$ cat src/hdl/spi_gpio_expander_shadow_controller_core_assert.svh
// Assertion macros shared by the shadow controller modules.
// Each macro samples on clk_i and is disabled while rst_ni is low.
`ifndef SPI_GPIO_EXPANDER_SHADOW_CONTROLLER_CORE_ASSERT_SVH
`define SPI_GPIO_EXPANDER_SHADOW_CONTROLLER_CORE_ASSERT_SVH
`ifndef SYNTHESIS
`define SGESC_ASSERT(lbl, prop, msg) \
  lbl: assert property (@(posedge clk_i) disable iff (!rst_ni) prop) else $error(msg);
`define SGESC_NEVER(lbl, expr, msg) \
  lbl: assert property (@(posedge clk_i) disable iff (!rst_ni) !(expr)) else $error(msg);
`else
`define SGESC_ASSERT(lbl, prop, msg)
`define SGESC_NEVER(lbl, expr, msg)
`endif
`endif

$ cat src/hdl/sgesc_pkg.sv
package sgesc_pkg;

  // Geometry
  localparam int unsigned NUM_CHIPS_DEF  = 3;
  localparam int unsigned PINS_PER_CHIP  = 16;

  // Expander register map (port B is base + 1)
  localparam logic [4:0] REG_IODIR = 5'h00;
  localparam logic [4:0] REG_GPPU  = 5'h0C;
  localparam logic [4:0] REG_GPIO  = 5'h12;
  localparam logic [4:0] REG_OLAT  = 5'h14;

  // Reset values
  localparam logic [7:0] DIR_RST           = 8'hFF;
  localparam logic [2:0] MAX_TRIES_RST     = 3'd3;
  localparam logic [2:0] TRY_FIRST         = 3'd1;

  // Configuration register word index
  localparam logic CFG_IDX_MAX_TRIES = 1'b0;

  typedef enum logic [2:0] {
    KIND_SET_DIR    = 3'd0,
    KIND_SET_PULLUP = 3'd1,
    KIND_WRITE_PIN  = 3'd2,
    KIND_READ_PIN   = 3'd3,
    KIND_REFRESH    = 3'd4,
    KIND_FLUSH      = 3'd5,
    KIND_SPI_REPLY  = 3'd6
  } kind_e;

  typedef enum logic [1:0] {
    ACT_WRITE  = 2'd0,
    ACT_READ   = 2'd1,
    ACT_STATUS = 2'd2
  } action_e;

  typedef enum logic [2:0] {
    STS_OK         = 3'd0,
    STS_BUSY       = 3'd1,
    STS_RANGE      = 3'd2,
    STS_UNEXPECTED = 3'd3,
    STS_VERIFY     = 3'd4
  } status_e;

  typedef enum logic [1:0] {
    MODE_IDLE    = 2'd0,
    MODE_REFRESH = 2'd1,
    MODE_FLUSH   = 2'd2
  } mode_e;

  typedef enum logic [2:0] {
    ST_IDLE   = 3'd0,
    ST_EXEC   = 3'd1,
    ST_SEARCH = 3'd2,
    ST_WR     = 3'd3,
    ST_RD     = 3'd4
  } ctl_state_e;

  typedef enum logic [2:0] {
    CMD_NONE   = 3'd0,
    CMD_LOAD   = 3'd1,
    CMD_EXEC   = 3'd2,
    CMD_SEARCH = 3'd3,
    CMD_WR     = 3'd4,
    CMD_RD     = 3'd5
  } dp_cmd_e;

  typedef enum logic [1:0] {
    NX_DONE   = 2'd0,
    NX_SEARCH = 2'd1,
    NX_PAIR   = 2'd2
  } dp_next_e;

  // Controller to datapath
  typedef struct packed {
    dp_cmd_e cmd;
  } dp_ctl_t;

  // Datapath to controller
  typedef struct packed {
    dp_next_e next;
  } dp_sts_t;

  typedef struct packed {
    logic [2:0] kind;
    logic [5:0] pin;
    logic       value;
    logic [7:0] reply_byte;
  } in_item_t;

  typedef struct packed {
    logic [1:0] action;
    logic [1:0] chip;
    logic [4:0] reg_addr;
    logic [7:0] data;
    logic       pin_value;
    logic [2:0] status;
    logic       last;
  } result_t;

  // Build a status-only result
  function automatic result_t status_result(status_e sts, logic last);
    result_t r;
    r           = '0;
    r.action    = ACT_STATUS;
    r.status    = sts;
    r.last      = last;
    return r;
  endfunction

  // Build an SPI register transaction
  function automatic result_t spi_result(action_e act, logic [1:0] chip,
                                         logic [4:0] addr, logic [7:0] data,
                                         logic last);
    result_t r;
    r           = '0;
    r.action    = act;
    r.chip      = chip;
    r.reg_addr  = addr;
    r.data      = data;
    r.status    = STS_OK;
    r.last      = last;
    return r;
  endfunction

endpackage

$ cat src/hdl/sgesc_ctrl.sv
`include "spi_gpio_expander_shadow_controller_core_assert.svh"

module sgesc_ctrl (
  input  logic              clk_i,
  input  logic              rst_ni,
  input  logic              start_i,
  output logic              busy_o,
  input  sgesc_pkg::dp_sts_t sts_i,
  output sgesc_pkg::dp_ctl_t ctl_o
);

  sgesc_pkg::ctl_state_e state_q, state_d;

  // Next state
  always_comb begin
    state_d = state_q;
    case (state_q)
      sgesc_pkg::ST_IDLE: begin
        if (start_i) begin
          state_d = sgesc_pkg::ST_EXEC;
        end
      end
      sgesc_pkg::ST_EXEC: begin
        case (sts_i.next)
          sgesc_pkg::NX_SEARCH: state_d = sgesc_pkg::ST_SEARCH;
          sgesc_pkg::NX_PAIR:   state_d = sgesc_pkg::ST_WR;
          default:              state_d = sgesc_pkg::ST_IDLE;
        endcase
      end
      sgesc_pkg::ST_SEARCH: begin
        if (sts_i.next == sgesc_pkg::NX_PAIR) begin
          state_d = sgesc_pkg::ST_WR;
        end else begin
          state_d = sgesc_pkg::ST_IDLE;
        end
      end
      sgesc_pkg::ST_WR: state_d = sgesc_pkg::ST_RD;
      sgesc_pkg::ST_RD: state_d = sgesc_pkg::ST_IDLE;
      default:          state_d = sgesc_pkg::ST_IDLE;
    endcase
  end

  // Commands to the datapath
  always_comb begin
    ctl_o.cmd = sgesc_pkg::CMD_NONE;
    busy_o    = 1'b1;
    case (state_q)
      sgesc_pkg::ST_IDLE: begin
        busy_o    = 1'b0;
        ctl_o.cmd = start_i ? sgesc_pkg::CMD_LOAD : sgesc_pkg::CMD_NONE;
      end
      sgesc_pkg::ST_EXEC:   ctl_o.cmd = sgesc_pkg::CMD_EXEC;
      sgesc_pkg::ST_SEARCH: ctl_o.cmd = sgesc_pkg::CMD_SEARCH;
      sgesc_pkg::ST_WR:     ctl_o.cmd = sgesc_pkg::CMD_WR;
      sgesc_pkg::ST_RD:     ctl_o.cmd = sgesc_pkg::CMD_RD;
      default:              ctl_o.cmd = sgesc_pkg::CMD_NONE;
    endcase
  end

  always_ff @(posedge clk_i or negedge rst_ni) begin
    if (!rst_ni) begin
      state_q <= sgesc_pkg::ST_IDLE;
    end else begin
      state_q <= state_d;
    end
  end

  `SGESC_ASSERT(a_accept_exec, (start_i && !busy_o) |=> (state_q == sgesc_pkg::ST_EXEC), "accepted item not executed")
  `SGESC_ASSERT(a_wr_then_rd, (state_q == sgesc_pkg::ST_WR) |=> (state_q == sgesc_pkg::ST_RD), "latch write not followed by read back")

endmodule

$ cat src/hdl/sgesc_dp.sv
`include "spi_gpio_expander_shadow_controller_core_assert.svh"

module sgesc_dp #(
  parameter int unsigned NUM_CHIPS = sgesc_pkg::NUM_CHIPS_DEF
) (
  input  logic                clk_i,
  input  logic                rst_ni,
  input  sgesc_pkg::dp_ctl_t  ctl_i,
  output sgesc_pkg::dp_sts_t  sts_o,
  input  sgesc_pkg::in_item_t item_i,
  input  logic [2:0]          max_tries_i,
  output sgesc_pkg::result_t  result_o,
  output logic                result_valid_o
);

  localparam int unsigned NUM_PORTS = 2 * NUM_CHIPS;
  localparam int unsigned PW        = $clog2(NUM_PORTS);
  localparam int unsigned SW        = $clog2(NUM_PORTS + 1);
  localparam logic [SW-1:0] NUM_PORTS_S = SW'(NUM_PORTS);
  localparam logic [7:0]    NUM_PINS_B  = 8'(NUM_CHIPS * sgesc_pkg::PINS_PER_CHIP);

  // Architectural state
  logic [7:0]          dir_q [NUM_PORTS];
  logic [7:0]          dir_d [NUM_PORTS];
  logic [7:0]          pu_q  [NUM_PORTS];
  logic [7:0]          pu_d  [NUM_PORTS];
  logic [7:0]          lat_q [NUM_PORTS];
  logic [7:0]          lat_d [NUM_PORTS];
  logic [7:0]          in_q  [NUM_PORTS];
  logic [7:0]          in_d  [NUM_PORTS];
  logic [NUM_PORTS-1:0] dirty_q, dirty_d;
  sgesc_pkg::mode_e    mode_q, mode_d;
  logic [SW-1:0]       seq_q, seq_d;
  logic [2:0]          try_q, try_d;
  logic                fail_q, fail_d;

  // Held item and result register
  sgesc_pkg::in_item_t item_q, item_d;
  sgesc_pkg::result_t  res_q, res_d;
  logic                res_vld_q, res_vld_d;

  // Decode helpers
  logic [PW-1:0] pin_port;
  logic [PW-1:0] seq_idx;
  logic [PW-1:0] lat_addr;
  logic [PW-1:0] found_idx;
  logic          found;
  logic          pin_ok;
  logic [7:0]    pin_mask;
  logic [7:0]    lat_rd, dir_rd, pu_rd, in_rd;
  logic [7:0]    dir_new, pu_new, lat_new;
  logic [SW-1:0] seq_inc;
  logic [2:0]    limit;
  sgesc_pkg::kind_e kind;

  assign kind     = sgesc_pkg::kind_e'(item_q.kind);
  assign pin_port = PW'({item_q.pin[5:4], item_q.pin[3]});
  assign seq_idx  = seq_q[PW-1:0];
  assign seq_inc  = seq_q + SW'(1);
  assign pin_ok   = ({2'b00, item_q.pin} < NUM_PINS_B);
  assign pin_mask = 8'b1 << item_q.pin[2:0];
  assign limit    = (max_tries_i == 3'd0) ? sgesc_pkg::TRY_FIRST : max_tries_i;

  // Latch shadow is read at the pin's port for a pin write, else at the sequencer port
  assign lat_addr = (kind == sgesc_pkg::KIND_WRITE_PIN) ? pin_port : seq_idx;
  assign lat_rd   = lat_q[lat_addr];
  assign dir_rd   = dir_q[pin_port];
  assign pu_rd    = pu_q[pin_port];
  assign in_rd    = in_q[pin_port];

  assign dir_new = item_q.value ? (dir_rd | pin_mask) : (dir_rd & ~pin_mask);
  assign pu_new  = item_q.value ? (pu_rd | pin_mask) : (pu_rd & ~pin_mask);
  assign lat_new = item_q.value ? (lat_rd | pin_mask) : (lat_rd & ~pin_mask);

  // Find the first dirty port at or above the sequencer port
  always_comb begin
    found     = 1'b0;
    found_idx = '0;
    for (int i = NUM_PORTS - 1; i >= 0; i--) begin
      if (dirty_q[i] && (SW'(i) >= seq_q)) begin
        found     = 1'b1;
        found_idx = PW'(i);
      end
    end
  end

  // Step the shadows and the sequencer, and form the result
  always_comb begin
    dir_d      = dir_q;
    pu_d       = pu_q;
    lat_d      = lat_q;
    in_d       = in_q;
    dirty_d    = dirty_q;
    mode_d     = mode_q;
    seq_d      = seq_q;
    try_d      = try_q;
    fail_d     = fail_q;
    item_d     = item_q;
    res_d      = res_q;
    res_vld_d  = 1'b0;
    sts_o.next = sgesc_pkg::NX_DONE;

    case (ctl_i.cmd)
      sgesc_pkg::CMD_LOAD: begin
        item_d = item_i;
      end

      sgesc_pkg::CMD_EXEC: begin
        case (kind)
          sgesc_pkg::KIND_SPI_REPLY: begin
            if (mode_q == sgesc_pkg::MODE_REFRESH && seq_q < NUM_PORTS_S) begin
              // Store the reply, then read the next input port or finish
              in_d[seq_idx] = item_q.reply_byte;
              res_vld_d     = 1'b1;
              if (seq_inc < NUM_PORTS_S) begin
                seq_d = seq_inc;
                res_d = sgesc_pkg::spi_result(sgesc_pkg::ACT_READ, 2'(seq_inc >> 1),
                                              sgesc_pkg::REG_GPIO | {4'b0, seq_inc[0]},
                                              8'h00, 1'b1);
              end else begin
                mode_d = sgesc_pkg::MODE_IDLE;
                seq_d  = '0;
                res_d  = sgesc_pkg::status_result(sgesc_pkg::STS_OK, 1'b1);
              end
            end else if (mode_q == sgesc_pkg::MODE_FLUSH && seq_q < NUM_PORTS_S) begin
              if (item_q.reply_byte == lat_rd) begin
                // Verified: drop the flag and move on
                dirty_d[seq_idx] = 1'b0;
                seq_d            = seq_inc;
                fail_d           = 1'b0;
                sts_o.next       = sgesc_pkg::NX_SEARCH;
              end else if (try_q < limit) begin
                try_d      = try_q + 3'd1;
                sts_o.next = sgesc_pkg::NX_PAIR;
              end else begin
                // Out of tries: drop the flag, report, continue with the rest
                dirty_d[seq_idx] = 1'b0;
                seq_d            = seq_inc;
                fail_d           = 1'b1;
                res_vld_d        = 1'b1;
                res_d            = sgesc_pkg::status_result(sgesc_pkg::STS_VERIFY, 1'b0);
                sts_o.next       = sgesc_pkg::NX_SEARCH;
              end
            end else begin
              res_vld_d = 1'b1;
              res_d     = sgesc_pkg::status_result(sgesc_pkg::STS_UNEXPECTED, 1'b1);
            end
          end

          sgesc_pkg::KIND_SET_DIR, sgesc_pkg::KIND_SET_PULLUP,
          sgesc_pkg::KIND_WRITE_PIN, sgesc_pkg::KIND_READ_PIN,
          sgesc_pkg::KIND_REFRESH, sgesc_pkg::KIND_FLUSH: begin
            if (mode_q != sgesc_pkg::MODE_IDLE) begin
              res_vld_d = 1'b1;
              res_d     = sgesc_pkg::status_result(sgesc_pkg::STS_BUSY, 1'b1);
            end else if (kind == sgesc_pkg::KIND_REFRESH) begin
              mode_d    = sgesc_pkg::MODE_REFRESH;
              seq_d     = '0;
              res_vld_d = 1'b1;
              res_d     = sgesc_pkg::spi_result(sgesc_pkg::ACT_READ, 2'b00,
                                                sgesc_pkg::REG_GPIO, 8'h00, 1'b1);
            end else if (kind == sgesc_pkg::KIND_FLUSH) begin
              seq_d      = '0;
              fail_d     = 1'b0;
              sts_o.next = sgesc_pkg::NX_SEARCH;
            end else if (!pin_ok) begin
              res_vld_d = 1'b1;
              res_d     = sgesc_pkg::status_result(sgesc_pkg::STS_RANGE, 1'b1);
            end else begin
              res_vld_d = 1'b1;
              case (kind)
                sgesc_pkg::KIND_SET_DIR: begin
                  dir_d[pin_port] = dir_new;
                  res_d = sgesc_pkg::spi_result(sgesc_pkg::ACT_WRITE, item_q.pin[5:4],
                                                sgesc_pkg::REG_IODIR | {4'b0, item_q.pin[3]},
                                                dir_new, 1'b1);
                end
                sgesc_pkg::KIND_SET_PULLUP: begin
                  pu_d[pin_port] = pu_new;
                  res_d = sgesc_pkg::spi_result(sgesc_pkg::ACT_WRITE, item_q.pin[5:4],
                                                sgesc_pkg::REG_GPPU | {4'b0, item_q.pin[3]},
                                                pu_new, 1'b1);
                end
                sgesc_pkg::KIND_WRITE_PIN: begin
                  lat_d[pin_port]   = lat_new;
                  dirty_d[pin_port] = 1'b1;
                  res_d = sgesc_pkg::status_result(sgesc_pkg::STS_OK, 1'b1);
                end
                default: begin
                  res_d           = sgesc_pkg::status_result(sgesc_pkg::STS_OK, 1'b1);
                  res_d.pin_value = |(in_rd & pin_mask);
                end
              endcase
            end
          end

          // Reserved kind: no result
          default: ;
        endcase
      end

      sgesc_pkg::CMD_SEARCH: begin
        if (found) begin
          mode_d     = sgesc_pkg::MODE_FLUSH;
          seq_d      = SW'(found_idx);
          try_d      = sgesc_pkg::TRY_FIRST;
          sts_o.next = sgesc_pkg::NX_PAIR;
        end else begin
          mode_d    = sgesc_pkg::MODE_IDLE;
          seq_d     = '0;
          try_d     = '0;
          res_vld_d = 1'b1;
          res_d     = sgesc_pkg::status_result(
                        fail_q ? sgesc_pkg::STS_VERIFY : sgesc_pkg::STS_OK, 1'b1);
        end
      end

      sgesc_pkg::CMD_WR: begin
        res_vld_d = 1'b1;
        res_d     = sgesc_pkg::spi_result(sgesc_pkg::ACT_WRITE, 2'(seq_q >> 1),
                                          sgesc_pkg::REG_OLAT | {4'b0, seq_q[0]},
                                          lat_rd, 1'b0);
      end

      sgesc_pkg::CMD_RD: begin
        res_vld_d = 1'b1;
        res_d     = sgesc_pkg::spi_result(sgesc_pkg::ACT_READ, 2'(seq_q >> 1),
                                          sgesc_pkg::REG_OLAT | {4'b0, seq_q[0]},
                                          8'h00, 1'b1);
      end

      default: ;
    endcase
  end

  // Control and shadow state
  always_ff @(posedge clk_i or negedge rst_ni) begin
    if (!rst_ni) begin
      for (int i = 0; i < NUM_PORTS; i++) begin
        dir_q[i] <= sgesc_pkg::DIR_RST;
        pu_q[i]  <= '0;
        lat_q[i] <= '0;
        in_q[i]  <= '0;
      end
      dirty_q   <= '0;
      mode_q    <= sgesc_pkg::MODE_IDLE;
      seq_q     <= '0;
      try_q     <= '0;
      fail_q    <= 1'b0;
      res_vld_q <= 1'b0;
    end else begin
      dir_q     <= dir_d;
      pu_q      <= pu_d;
      lat_q     <= lat_d;
      in_q      <= in_d;
      dirty_q   <= dirty_d;
      mode_q    <= mode_d;
      seq_q     <= seq_d;
      try_q     <= try_d;
      fail_q    <= fail_d;
      res_vld_q <= res_vld_d;
    end
  end

  // Payload registers
  always_ff @(posedge clk_i) begin
    item_q <= item_d;
    res_q  <= res_d;
  end

  assign result_o       = res_q;
  assign result_valid_o = res_vld_q;

  `SGESC_ASSERT(a_status_clean, (result_valid_o && result_o.action == sgesc_pkg::ACT_STATUS) |-> (result_o.chip == 2'd0 && result_o.reg_addr == 5'd0 && result_o.data == 8'd0), "status result carries transaction fields")
  `SGESC_ASSERT(a_flush_port, (ctl_i.cmd == sgesc_pkg::CMD_NONE && mode_q == sgesc_pkg::MODE_FLUSH) |-> (seq_q < NUM_PORTS_S && try_q != 3'd0), "flush parked on invalid port or try count")

endmodule

$ cat src/hdl/spi_gpio_expander_shadow_controller_core.sv
// Channel   Ports                                   Transfer when
// -------   -------------------------------------   ---------------------------------
// command   start, busy, item_i                     start high and busy low at clk edge
// result    result_valid_o, result_o                result_valid_o high (one cycle)
// config    psel, penable, pwrite, paddr, pwdata,   psel, penable, pwrite, pready high
//           prdata, pready
//
// An accepted item is captured in the held-item register and stepped in the cycle after;
// a plain item keeps busy high only in the execute state and its result shows the cycle
// after. A flush step walks the controller through search, latch write and read back,
// and a new item is accepted only once the controller has returned to idle.
// Reset (rst_ni low, asynchronous) restores all shadows and max_tries at once.
// The receiver cannot stall: each result is shown for exactly one cycle.
module spi_gpio_expander_shadow_controller_core #(
  parameter int unsigned NUM_CHIPS = sgesc_pkg::NUM_CHIPS_DEF
) (
  input  logic                clk_i,
  input  logic                rst_ni,
  input  logic                start,
  output logic                busy,
  input  sgesc_pkg::in_item_t item_i,
  output sgesc_pkg::result_t  result_o,
  output logic                result_valid_o,
  input  logic                psel,
  input  logic                penable,
  input  logic                pwrite,
  input  logic [2:0]          paddr,
  input  logic [31:0]         pwdata,
  output logic [31:0]         prdata,
  output logic                pready
);

  sgesc_pkg::dp_ctl_t ctl;
  sgesc_pkg::dp_sts_t sts;
  logic [2:0]         max_tries_q, max_tries_d;
  logic               cfg_hit;

  // Configuration register, decoded on the word address
  assign cfg_hit = (paddr[2] == sgesc_pkg::CFG_IDX_MAX_TRIES) && (paddr[1:0] == 2'b00);
  assign pready  = 1'b1;
  assign prdata  = cfg_hit ? 32'(max_tries_q) : 32'h0;

  always_comb begin
    max_tries_d = max_tries_q;
    if (psel && penable && pwrite && pready && paddr[2] == sgesc_pkg::CFG_IDX_MAX_TRIES) begin
      max_tries_d = pwdata[2:0];
    end
  end

  always_ff @(posedge clk_i or negedge rst_ni) begin
    if (!rst_ni) begin
      max_tries_q <= sgesc_pkg::MAX_TRIES_RST;
    end else begin
      max_tries_q <= max_tries_d;
    end
  end

  sgesc_ctrl u_ctrl (
    .clk_i   (clk_i),
    .rst_ni  (rst_ni),
    .start_i (start),
    .busy_o  (busy),
    .sts_i   (sts),
    .ctl_o   (ctl)
  );

  sgesc_dp #(
    .NUM_CHIPS (NUM_CHIPS)
  ) u_dp (
    .clk_i          (clk_i),
    .rst_ni         (rst_ni),
    .ctl_i          (ctl),
    .sts_o          (sts),
    .item_i         (item_i),
    .max_tries_i    (max_tries_q),
    .result_o       (result_o),
    .result_valid_o (result_valid_o)
  );

endmodule
$ cat config.mk
export PLATFORM = sky130hd
export DESIGN_NAME = spi_gpio_expander_shadow_controller_core
export DESIGN_NICKNAME = d
export VERILOG_FILES = /design/src/hdl/sgesc_pkg.sv /design/src/hdl/sgesc_ctrl.sv /design/src/hdl/sgesc_dp.sv /design/src/hdl/spi_gpio_expander_shadow_controller_core.sv
export VERILOG_INCLUDE_DIRS = /design/src /design/src/hdl
export SDC_FILE = /design/constraint.sdc
export NUM_CORES = 1
export LEC_CHECK = 0
export BUFFER_PORTS_ARGS = -buffer_cell sky130_fd_sc_hd__buf_4
export CORE_ASPECT_RATIO = 1.5
export CORE_MARGIN = 2
export CORE_UTILIZATION = 55
export DETAILED_ROUTE_END_ITERATION = 10
export PLACE_DENSITY = 0.81
export SETUP_SLACK_MARGIN = 0.1
export SKIP_LAST_GASP = 1
export SYNTH_ARGS = -nofsm -noshare
export SYNTH_HDL_FRONTEND = slang
export SYNTH_SLANG_ARGS = --single-unit
$ cat constraint.sdc
create_clock -name clk_i -period 12.3 [get_ports clk_i]
set_input_delay 0.615 -clock clk_i [delete_from_list [all_inputs] [get_ports clk_i]]
set_output_delay 0.615 -clock clk_i [all_outputs]
set_load 0.01 [all_outputs]
==> impl_metrics.tcl, run 1 <==
set metrics [dict create \
    gp_congestion 0.914 \
    ys.flop_type "dfrtp_1" \
    num_io_pins 116 \
    critical_path.top_delay_family "simple AND/OR/NAND/NOR gates" \
    cts_buffer_depth 3 \
    ant_nets 0 \
    post-route-min-period_ns 5.01 \
    synth_cells 1058 \
    final.setup.tns_ns 0 \
    synthAdderAreaFrac 0.00797 \
    worstPathCellList "nor3b_4 -> mux2_4 -> mux2_2 -> a222oi_1 -> xnor2_1 -> nor4_4 -> nand4_4 -> nand2_1 -> nand4_1 -> buf_4" \
    fin_cells 1401 \
    cp_data_arrival_time_ns 5.26 \
    slew_viol_final 0 \
    fillers 1699 \
    critPathMaxFanout 17 \
    grt_use_met1 0.308 \
    slowest_delay_ns 0.96 \
    floorplan.initialDensity 0.561 \
    busiest_layer "met2" \
    antennaDiodeCount 0 \
    timing.fmax_mhz 200 \
    antenna_found_initial 0 \
    status "complete, no violations" \
    cp_num_buf_inv 1 \
    wl_per_cell_um 22.2 \
    grt_overflow_total 0 \
    gr-usage-all-layers 0.257 \
    fin_util 0.623 \
    muxShareOfSynthArea 0.220 \
    syn-cell-area_mm2 0.0126 \
    cp.required_ns 12.55 \
    worstSetupEndpointType "flop" \
    clock-skew-final_ns 0.0216 \
    post-dp-hpwl_mm 21.1 \
    synth-xor-area-share 0.00558 \
    power_leakage_uw 0.00628 \
    grtUsageMet3 0.0359 \
    die-area_mm2 0.0241 \
    clk_latency_ns 0.52 \
    place_ws_ns 7.42 \
    ys_warn_count 0 \
    grt_pass1_vias 9168 \
    seq_area_frac_synth 0.527 \
    dp_cells 1357 \
    syn-mean-instance-area_um2 11.9 \
    cts_tree "yes" \
    hp-class "input port to async pin" \
    stdcell_area_mm2 0.0139 \
    synth-seq-cells 254 \
    crit_start "u_dp.kind[2]" \
    ctsResizeCount 0 \
    rsz0062_at_grt "false" \
    power.density_mw_per_mm2 147 \
    crit_slowest_cell "a222oi_1" \
    critPathKind "flop to flop" \
    min_period_over_period 0.407 \
    path_clk_slew_ns 0.06 \
    peakVddDrop_mv 0.0922 \
    drt-pass1-iter-count 5 \
    drive_gt1_frac 0.324 \
    die_y_um 189 \
    synth_top_family_by_area "multiplexers" \
    syn_to_final_growth_pct 11.0 \
    max_slew_margin 0.190 \
    nets 1174 \
    synth_compound_area_frac 0.103 \
    place_area_mm2 0.0131 \
    post_cts_buffers 0 \
    port_buffers 56 \
    setup_viol 0 \
    vias 8910 \
    yosys.area.top_type "dfrtp_1" \
    rows 67 \
    cap_violations 0 \
    cts.htree.levels 1 \
    synth.distinct_cells 66 \
    cts.sinks 254 \
    hold_violations 0 \
    use_met2 0.450 \
    drcViolationCount 0 \
    viasPerCell 6.36 \
    core_area_mm2 0.0224 \
    drt_iter0_drc 870 \
    yosys-top-cells-area "dfrtp_1 33%, mux2_2 18%, dfstp_2 10%, edfxtp_1 9.6%, mux2i_1 4.0%" \
    synth_edf_count 40 \
    post-route-worst-setup-slack_ns 7.29 \
    grt_max_degree 90 \
    async_flop_share 0.843 \
    r2r_start "u_dp.kind[2]" \
    drt-total-wl_mm 31.0 \
    cts_buffers 24 \
    cts-hold-fix-buffers 0 \
    die_x_um 127 \
    grt_pass1_wl_mm 49.0 \
    cp-start-kind "flop" \
    synth_top_area_frac 0.327 \
    clockRootBuffer "clkbuf_16" \
    synthSimpleGateAreaFrac 0.0991 \
    worst_slew_pin_slew_ns 1.21 \
]
synth_stat cells, types with 5 or more instances:
master       n
a2111oi_0    7
a211oi_1     6
a21oi_1     46
a221o_1      6
a22o_1       5
a22oi_1     20
a31oi_1     16
a41oi_1      5
and2_1      11
buf_1        6
buf_4       31
clkbuf_1    33
dfrtp_1    164
dfstp_2     50
edfxtp_1    40
ha_1         8
inv_1       10
mux2_2     196
mux2i_1     50
nand2_1     88
nand2b_1    12
nand3_1     12
nand3b_1     5
nor2_1      76
nor2b_1      9
nor3_1      14
o21ai_0     39
o221ai_1     5
o22ai_1      9
xor2_1       6
cells in the final DEF, fill, tap and decap left out, types with 5 or more instances in the layout:
cell type / Yosys / final
a2111oi_0: 7 / 7
nand2b_1: 12 / 12
and2_1: 11 / 11
inv_1: 10 / 10
nor2b_1: 9 / 9
dfrtp_1: 164 / 164
a22oi_1: 20 / 20
a41oi_1: 5 / 5
a211oi_1: 6 / 6
mux2_2: 196 / 196
clkbuf_1: 33 / 11
o21ai_0: 39 / 39
xor2_1: 6 / 6
nand3b_1: 5 / 5
dfstp_2: 50 / 50
nor2_1: 76 / 75
a31oi_1: 16 / 16
a22o_1: 5 / 5
nor3_1: 14 / 12
ha_1: 8 / 8
a21oi_1: 46 / 46
o22ai_1: 9 / 9
conb_1: 2 / 30
nand3_1: 12 / 12
edfxtp_1: 40 / 40
mux2i_1: 50 / 50
clkbuf_16: 0 / 27
buf_4: 31 / 66
nand2_1: 88 / 88
o221ai_1: 5 / 5
clkbuf_8: 0 / 5
a221o_1: 6 / 6
per-stage QoR:
step	total power, uW	hold WS (ns)
floorplan	1190	0.319
global placement	1290	0.454
CTS	2050	0.177
global route	2130	0.205
finish	2050	0.167
detailed placement	1300	0.464
area by class of cell:
type,count,area (um2),area share
Timing Repair Buffer,67,509,0.0365
Tap cell,276,345,0.0248
Clock inverter,2,35.0,0.00251
Multi-Input combinational cell,746,5600,0.402
Clock buffer,42,772,0.0554
Sequential cell,254,6620,0.475
Inverter,14,52.6,0.00377
sequential cells by signal, summed over array words and instances, names as in the netlist, 3 cells and up:
register,flops
max_tries_q,3
u_dp.lat_q,48
u_dp.dirty_q,6
u_dp.in_q,48
u_dp.item_q,15
u_dp.result_o,22
u_dp.seq_idx,3
u_dp.pu_q,48
u_dp.try_q,3
u_dp.kind,3
u_dp.dir_q,48
u_ctrl.state_q,3
path summary, 6_finish.rpt:
check	endpoint	slack (ns)	cells past startpoint
min reg2reg	u_dp.lat_q[31]	0.47	2
min	u_dp.pu_q[7]	0.17	1
max	u_dp.result_o[8]	7.29	10
min in group clk_i	u_dp.item_q[14]	0.27	1
max in group asynchronous	u_dp.in_q[44]	10.77	2
max reg2reg	u_dp.result_o[8]	7.29	10
where the power goes:
part / switching, uW / total (uW) / internal [uW] / leakage (uW)
clock network: 311 / 757 / 445 / 0.000393
registers: 52.9 / 980 / 927 / 0.00316
logic: 187 / 311 / 124 / 0.00272
total: 551 / 2050 / 1500 / 0.00628
cells by family (layout without fill, tap and decap cells):
| group | Yosys count | count (layout) |
|---|---|---|
| buffers and inverters | 86 | 125 |
| muxes | 251 | 251 |
| and+or+nand+nor | 257 | 257 |
| other | 2 | 30 |
| AOI/OAI and AO/OA | 192 | 192 |
| xor gates and xnor gates | 8 | 8 |
| adders and majority gates | 8 | 8 |
| DFF | 254 | 254 |
per-layer routing:
metal	up-vias	part of all wire
li1	3932	-
met1	4491	0.38
met5	-	0
met3	106	0.057
met2	381	0.51
met4	0	0.050
Power figures use the tool's default switching activity.
==> run 2: changes to the inputs <==
--- a/config.mk
+++ b/config.mk
@@ -6,12 +6,13 @@
 export SDC_FILE = /design/constraint.sdc
 export NUM_CORES = 1
 export LEC_CHECK = 0
+export ABC_AREA = 1
 export BUFFER_PORTS_ARGS = -buffer_cell sky130_fd_sc_hd__buf_4
 export CORE_ASPECT_RATIO = 1.5
 export CORE_MARGIN = 2
-export CORE_UTILIZATION = 55
+export CORE_UTILIZATION = 54
 export DETAILED_ROUTE_END_ITERATION = 10
-export PLACE_DENSITY = 0.81
+export PLACE_DENSITY = 0.82
 export SETUP_SLACK_MARGIN = 0.1
 export SKIP_LAST_GASP = 1
 export SYNTH_ARGS = -nofsm -noshare
==> constraint.sdc (replaced) <==
create_clock -name clk_i -period 4.6 [get_ports clk_i]
set_input_delay 0.23 -clock clk_i [delete_from_list [all_inputs] [get_ports clk_i]]
set_output_delay 0.23 -clock clk_i [all_outputs]
set_load 0.01 [all_outputs]
==> run 2 against run 1 <==
- non-clock buffer count grew 20
- total power grew to 4.1 times the previous value
- core utilization fell by 0.42 points
==> impl_metrics.tcl, run 2 <==
set metrics [dict create \
    cts.sinks 254 \
    drt-pass1-iter-count 6 \
    ctsResizeCount 0 \
    syn-cell-area_mm2 0.0127 \
    ys.flop_type "dfrtp_1" \
    wl_per_cell_um 18.3 \
    final_cell_mix "296 x nand2_1, 165 x nor2_1, 164 x dfrtp_1" \
    floorplan.initialDensity 0.550 \
    power_leakage_uw 0.00637 \
    ys_warn_count 0 \
    gp_congestion 0.975 \
    worst_slew_pin_slew_ns 1.24 \
    max_slew_margin 0.173 \
    syn-mean-instance-area_um2 8.36 \
    drive_gt1_frac 0.125 \
    gr-usage-all-layers 0.283 \
    slew_viol_final 0 \
    vias 11100 \
    path_clk_slew_ns 0.06 \
    viasPerCell 5.81 \
    min_path_cells 3 \
    cts_buffer_depth 3 \
    rsz0062_at_grt "false" \
    drcViolationCount 0 \
    holdWs_ns 0.0184 \
    antenna_found_initial 0 \
    seq_area_frac_synth 0.522 \
    rows 68 \
    num_io_pins 116 \
    synth_top_area_frac 0.324 \
    synth.distinct_cells 50 \
    worstHoldStart "start" \
    post-route-min-period_ns 3.76 \
    stdcell_area_mm2 0.0143 \
    clk_latency_ns 0.52 \
    critPathMaxFanout 23 \
    yosys.area.top_type "dfrtp_1" \
    hp-class "input port to flop" \
    dp_cells 1844 \
    die_x_um 129 \
    final.setup.tns_ns 0 \
    cts_buffers 25 \
    die_y_um 192 \
    r2r_start "u_dp.kind[0]" \
    cts_tree "yes" \
    worstSetupEndpointType "flop" \
    grt_pass1_wl_mm 54.4 \
    port_buffers 56 \
    cts-hold-fix-buffers 22 \
    grt_max_degree 99 \
    grt_pass1_vias 10500 \
    timing.fmax_mhz 266 \
    ant_nets 0 \
    reg2reg_depth 13 \
    critPathKind "flop to flop" \
    place_area_mm2 0.0132 \
    synth_most_common_cell "nand2_1" \
    cp-start-kind "flop" \
    min_period_over_period 0.818 \
    syn_to_final_growth_pct 12.5 \
    post_cts_buffers 0 \
    crit_start "u_dp.kind[0]" \
    drt_iter0_drc 1123 \
    core_area_mm2 0.0231 \
    post-dp-hpwl_mm 23.8 \
    clock-skew-final_ns 0.0154 \
    status "complete, no violations" \
    nets 1645 \
    power.density_mw_per_mm2 591 \
    synth_common_cells "296 x nand2_1, 166 x nor2_1, 164 x dfrtp_1, 148 x inv_1, 127 x a21oi_1" \
    cap_violations 0 \
    grt_overflow_total 0 \
    setup_viol 0 \
    synth-seq-cells 254 \
    final_common_cell "nand2_1" \
    synth_edf_count 40 \
    synth_cells 1517 \
    cp.required_ns 4.74 \
    cp_data_arrival_time_ns 3.90 \
    peakVddDrop_mv 0.340 \
    antennaDiodeCount 0 \
    power_uw 8430 \
    cts.htree.levels 1 \
    fin_cells 1911 \
    die-area_mm2 0.0247 \
    async_flop_share 0.843 \
    hold_violations 0 \
    yosys-top-cells-area "dfrtp_1 32%, dfstp_2 10%, edfxtp_1 9.5%, nand2_1 8.8%, a21oi_1 5.0%" \
    clockRootBuffer "clkbuf_16" \
    drt-total-wl_mm 35.0 \
]
[run 2: changes by cell type after synthesis, moves of 12 or more]
cell      previous run  this run
a22o_1               5        23
a31oi_1             16         3
o21ai_0             39       123
nand3_1             12       123
mux2i_1             50         0
nor2_1              76       166
mux2_2             196         0
buf_2                1        19
a21oi_1             46       127
inv_1               10       148
nand2b_1            12         0
nand2_1             88       296
[run 2: final cells by class]
| type | instances | area [um2] |
|---|---|---|
| clock buffer | 28 | 637 |
| clock inverter | 17 | 183 |
| fill | 1885 | 8800 |
| inverter | 160 | 603 |
| multi-input combinational | 1050 | 5110 |
| sequential | 254 | 6620 |
| tap | 315 | 394 |
| timing repair buffer | 87 | 714 |
[run 2: metrics by stage]
| stage | utilization | setup WS, ns |
|---|---|---|
| finish | 0.618 | 0.837 |
| global route | 0.618 | 0.585 |
| CTS | 0.618 | 0.897 |
| detailed placement | 0.573 | 0.912 |
| global placement | 0.573 | 0.981 |
| floorplan | - | 1.32 |
[run 2: kinds of logic after synthesis]
logic type	after synthesis	share of synthesized area
AND/OR/NAND/NOR	654	0.222
AO/OA/AOI/OAI	356	0.163
flip-flops	254	0.522
buffers and inverters	241	0.0838
adder cells (fa/ha/maj)	8	0.00789
XOR/XNOR	2	0.00138
other	2	0.000592
[run 2: routing by layer]
layer | vias up | wire length, um | track usage
met2 | 572 | 17000 | 0.478
met3 | 133 | 2620 | 0.0334
met4 | 0 | 2440 | 0.192
li1 | 5153 | - | -
met1 | 5245 | 13000 | 0.334
met5 | - | 0 | 0
[run 2: path summary, 6_finish.rpt]
path	to	slack, ns
setup / recovery	u_dp.result_o[11]	0.84
hold / removal	u_ctrl.state_q[0]	0.02
setup reg to reg	u_dp.result_o[11]	0.84
hold reg to reg	u_dp.in_q[7]	0.49
max in group asynchronous	u_dp.dir_q[22]	3.17
min in group asynchronous	u_dp.dirty_q[3]	0.29
[run 2: worst max-delay path, cell delays in order, from the launching register on]
cell and delay [ns]:
edfxtp_1 0.51, nor2_4 0.24, nand2_4 0.13, nand2_1 0.08, nand2_1 0.52, nand3_1 0.32, nand3_1 0.15, nand3_1 0.10
nand2_1 0.06, nand2_1 0.09, nor2_2 0.08, nand2_1 0.10, a21oi_1 0.10, a21oi_2 0.88
[run 2: power breakdown]
part | total, uW | leakage (uW) | internal (uW) | switching (uW)
Combinational | 2820 | 0.00283 | 896 | 1920
Sequential | 3560 | 0.00314 | 3150 | 410
Clock | 2050 | 0.000388 | 1170 | 878
==> run 3: changes to the inputs <==
--- a/config.mk
+++ b/config.mk
@@ -10,9 +10,9 @@
 export BUFFER_PORTS_ARGS = -buffer_cell sky130_fd_sc_hd__buf_4
 export CORE_ASPECT_RATIO = 1.5
 export CORE_MARGIN = 2
-export CORE_UTILIZATION = 54
+export CORE_UTILIZATION = 55
 export DETAILED_ROUTE_END_ITERATION = 10
-export PLACE_DENSITY = 0.82
+export PLACE_DENSITY = 0.81
 export SETUP_SLACK_MARGIN = 0.1
 export SKIP_LAST_GASP = 1
 export SYNTH_ARGS = -nofsm -noshare
==> constraint.sdc (replaced) <==
create_clock -name clk_i -period 3.7 [get_ports clk_i]
set_input_delay 0.185 -clock clk_i [delete_from_list [all_inputs] [get_ports clk_i]]
set_output_delay 0.185 -clock clk_i [all_outputs]
set_load 0.01 [all_outputs]
==> run 3 against run 2 <==
- count of clock-buffer cells in the layout rose by 4
- design area rose by 1.6%
- worst setup slack got worse by 0.52 ns
- sequential power rose by 24%
- first-iteration DRC count rose by 9.9%
- register-to-register slack got worse by 0.52 ns
- sequential cell count did not move
- cell count rose by 0.31%
- critical endpoint is now u_ctrl.state_q[0]
- largest cell class unchanged
- largest power group unchanged
- highest routed layer unchanged
==> impl_metrics.tcl, run 3 (synthesis gave the netlist of run 2 again) <==
set metrics [dict create \
    drcViolationCount 0 \
    antenna_found_initial 1 \
    power_uw 10500 \
    cts_buffers 24 \
    fin_util 0.635 \
    worstSetupEndpointType "flop" \
    clockPowerShare 0.222 \
    hp-class "input port to flop" \
    cp-start-kind "flop" \
    drt_iter0_drc 1234 \
    post-route-min-period_ns 3.39 \
    min_period_over_period 0.915 \
    grt_max_degree 93 \
    gp_congestion 1.02 \
    syn_to_final_growth_pct 14.2 \
    cp.required_ns 4.09 \
    worstHoldStart "paddr[2]" \
    grt_pass1_wl_mm 58.2 \
    crit_path_end "u_ctrl.state_q[0]" \
    post-dp-hpwl_mm 25.5 \
    final_common_cell "nand2_1" \
    reg2reg_slack_ns 0.31 \
    crit_top_cell "nand2_1" \
    peakVddDrop_mv 0.374 \
    path_clk_slew_ns 0.06 \
    floorplan.initialDensity 0.556 \
    die_x_um 128 \
    drt-pass1-iter-count 6 \
    core_area_mm2 0.0228 \
    crit_slowest_cell "edfxtp_1" \
    wl_per_cell_um 19.2 \
    reg2reg_depth 18 \
    slew_viol_final 0 \
    r2r_start "u_dp.kind[2]" \
    die_y_um 190 \
    nets 1685 \
    critPathMaxFanout 26 \
    vias 11300 \
    worstPathCellList "nor2_4 -> nand2_4 -> nand2_2 -> nand2_2 -> nand2_1 -> nand3_1 -> nand2_1 -> nand3_1 -> nand2_1 -> nand2_1 -> nor2_2 -> nand2_1 -> buf_4 -> nand2_1 -> nand4_1 -> ha_1 -> a21oi_1 -> a22oi_1" \
    place_area_mm2 0.0135 \
    rsz0062_at_grt "false" \
    slowest_delay_ns 0.51 \
    cp_data_arrival_time_ns 3.77 \
    cap_violations 0 \
    clock-skew-final_ns 0.0125 \
    netSwitchingFraction 0.386 \
    stdcell_area_mm2 0.0145 \
    viasPerCell 5.91 \
    gr-usage-all-layers 0.307 \
    setup_viol 0 \
    die-area_mm2 0.0243 \
    max_slew_margin 0.445 \
    power.density_mw_per_mm2 725 \
    power_leakage_uw 0.00656 \
    num_io_pins 116 \
    ant_nets 0 \
    drt-total-wl_mm 36.9 \
    clk_latency_ns 0.52 \
    cts.htree.levels 1 \
    cts_buffer_depth 3 \
    p_sw_uw 4050 \
    final.setup.tns_ns 0 \
    rows 68 \
    clockRootBuffer "clkbuf_16" \
    combPwrFrac 0.355 \
    port_buffers 56 \
    final_cell_mix "296 x nand2_1, 165 x nor2_1, 164 x dfrtp_1" \
    p_seq_frac 0.422 \
    p_int_uw 6450 \
    hold_violations 0 \
    grt_pass1_vias 11200 \
    crit_start "u_dp.kind[2]" \
    worstReg2RegEnd "u_ctrl.state_q[0]" \
    cts_tree "yes" \
    status "complete, no violations" \
    drive_gt1_frac 0.145 \
    cts.sinks 254 \
    timing.fmax_mhz 295 \
    grt_overflow_total 0 \
    critPathKind "flop to flop" \
    worst_slew_pin_slew_ns 0.833 \
]
run 3: cell types whose count changed in the layout (fill, tap and decap cells not counted), sizes merged:
cell | previous run | this run
buf | 64 | 104
bufinv | 3 | 0
clkbuf | 29 | 33
clkinv | 11 | 14
clkinvlp | 4 | 0
diode | 0 | 1
dlygate4sd3 | 22 | 23
inv | 159 | 158
run 3: through the flow:
step | worst slack, ns | cells | hold slack (ns)
floorplan | 0.416 | 1545 | -0.111
CTS | 0.210 | 1916 | 0.0889
finish | 0.314 | 1917 | 0.0905
detailed placement | 0.228 | 1849 | 0.293
global route | 0.127 | 1917 | 0.121
global placement | 0.368 | 1849 | 0.288
run 3: worst max-delay path, delay by kind of cell (launching register included):
kind / cells / cell delay (ns)
adder cells (fa/ha/maj): 1 / 0.28
flip-flops: 1 / 0.51
AND/OR/NAND/NOR: 14 / 2.05
buffers and inverters: 1 / 0.14
AO/OA/AOI/OAI: 2 / 0.27
run 3: how the worst min path moves through the flow:
stage	endpoint	depth (start not counted)
floorplan	max_tries_q[2]	0
global placement	u_dp.dirty_q[4]	1
detailed placement	u_dp.dirty_q[4]	1
CTS	max_tries_q[0]	3
global route	max_tries_q[1]	3
finish	max_tries_q[0]	4
run 3: per-layer routing:
metal	share of wire	GRT usage	routed length [um]
met3	0.069	0.0371	2550
met4	0.076	0.208	2800
met2	0.49	0.518	17900
met1	0.37	0.366	13600
met5	0	0	0
run 3: area by class of cell:
type / count / area [um2]
diodes: 1 / 2.50
flip-flops and latches: 254 / 6620
clock buffers: 32 / 672
clock inverters: 12 / 67.6
multi-input cells: 1050 / 5120
repair buffers: 128 / 1050
well taps: 280 / 350
fillers: 1834 / 8320
inverters: 160 / 603
run 3: repair_timing:
action | 4_1_cts | 5_1_grt
buffers inserted | 0 | 0
hold endpoints to repair | 105 | 0
hold buffers | 23 | 0
endpoints found under the setup margin | 0 | 22
gates resized for setup | 0 | 1
run 3: power groups by stage:
stage               sequential (uW)  clock [uW]  combinational, uW
global route                   4510        2460               4130
finish                         4430        2340               3730
floorplan                      4370           0               2380
CTS                            4410        2350               3670
global placement               4400           0               3510
detailed placement             4450           0               3620
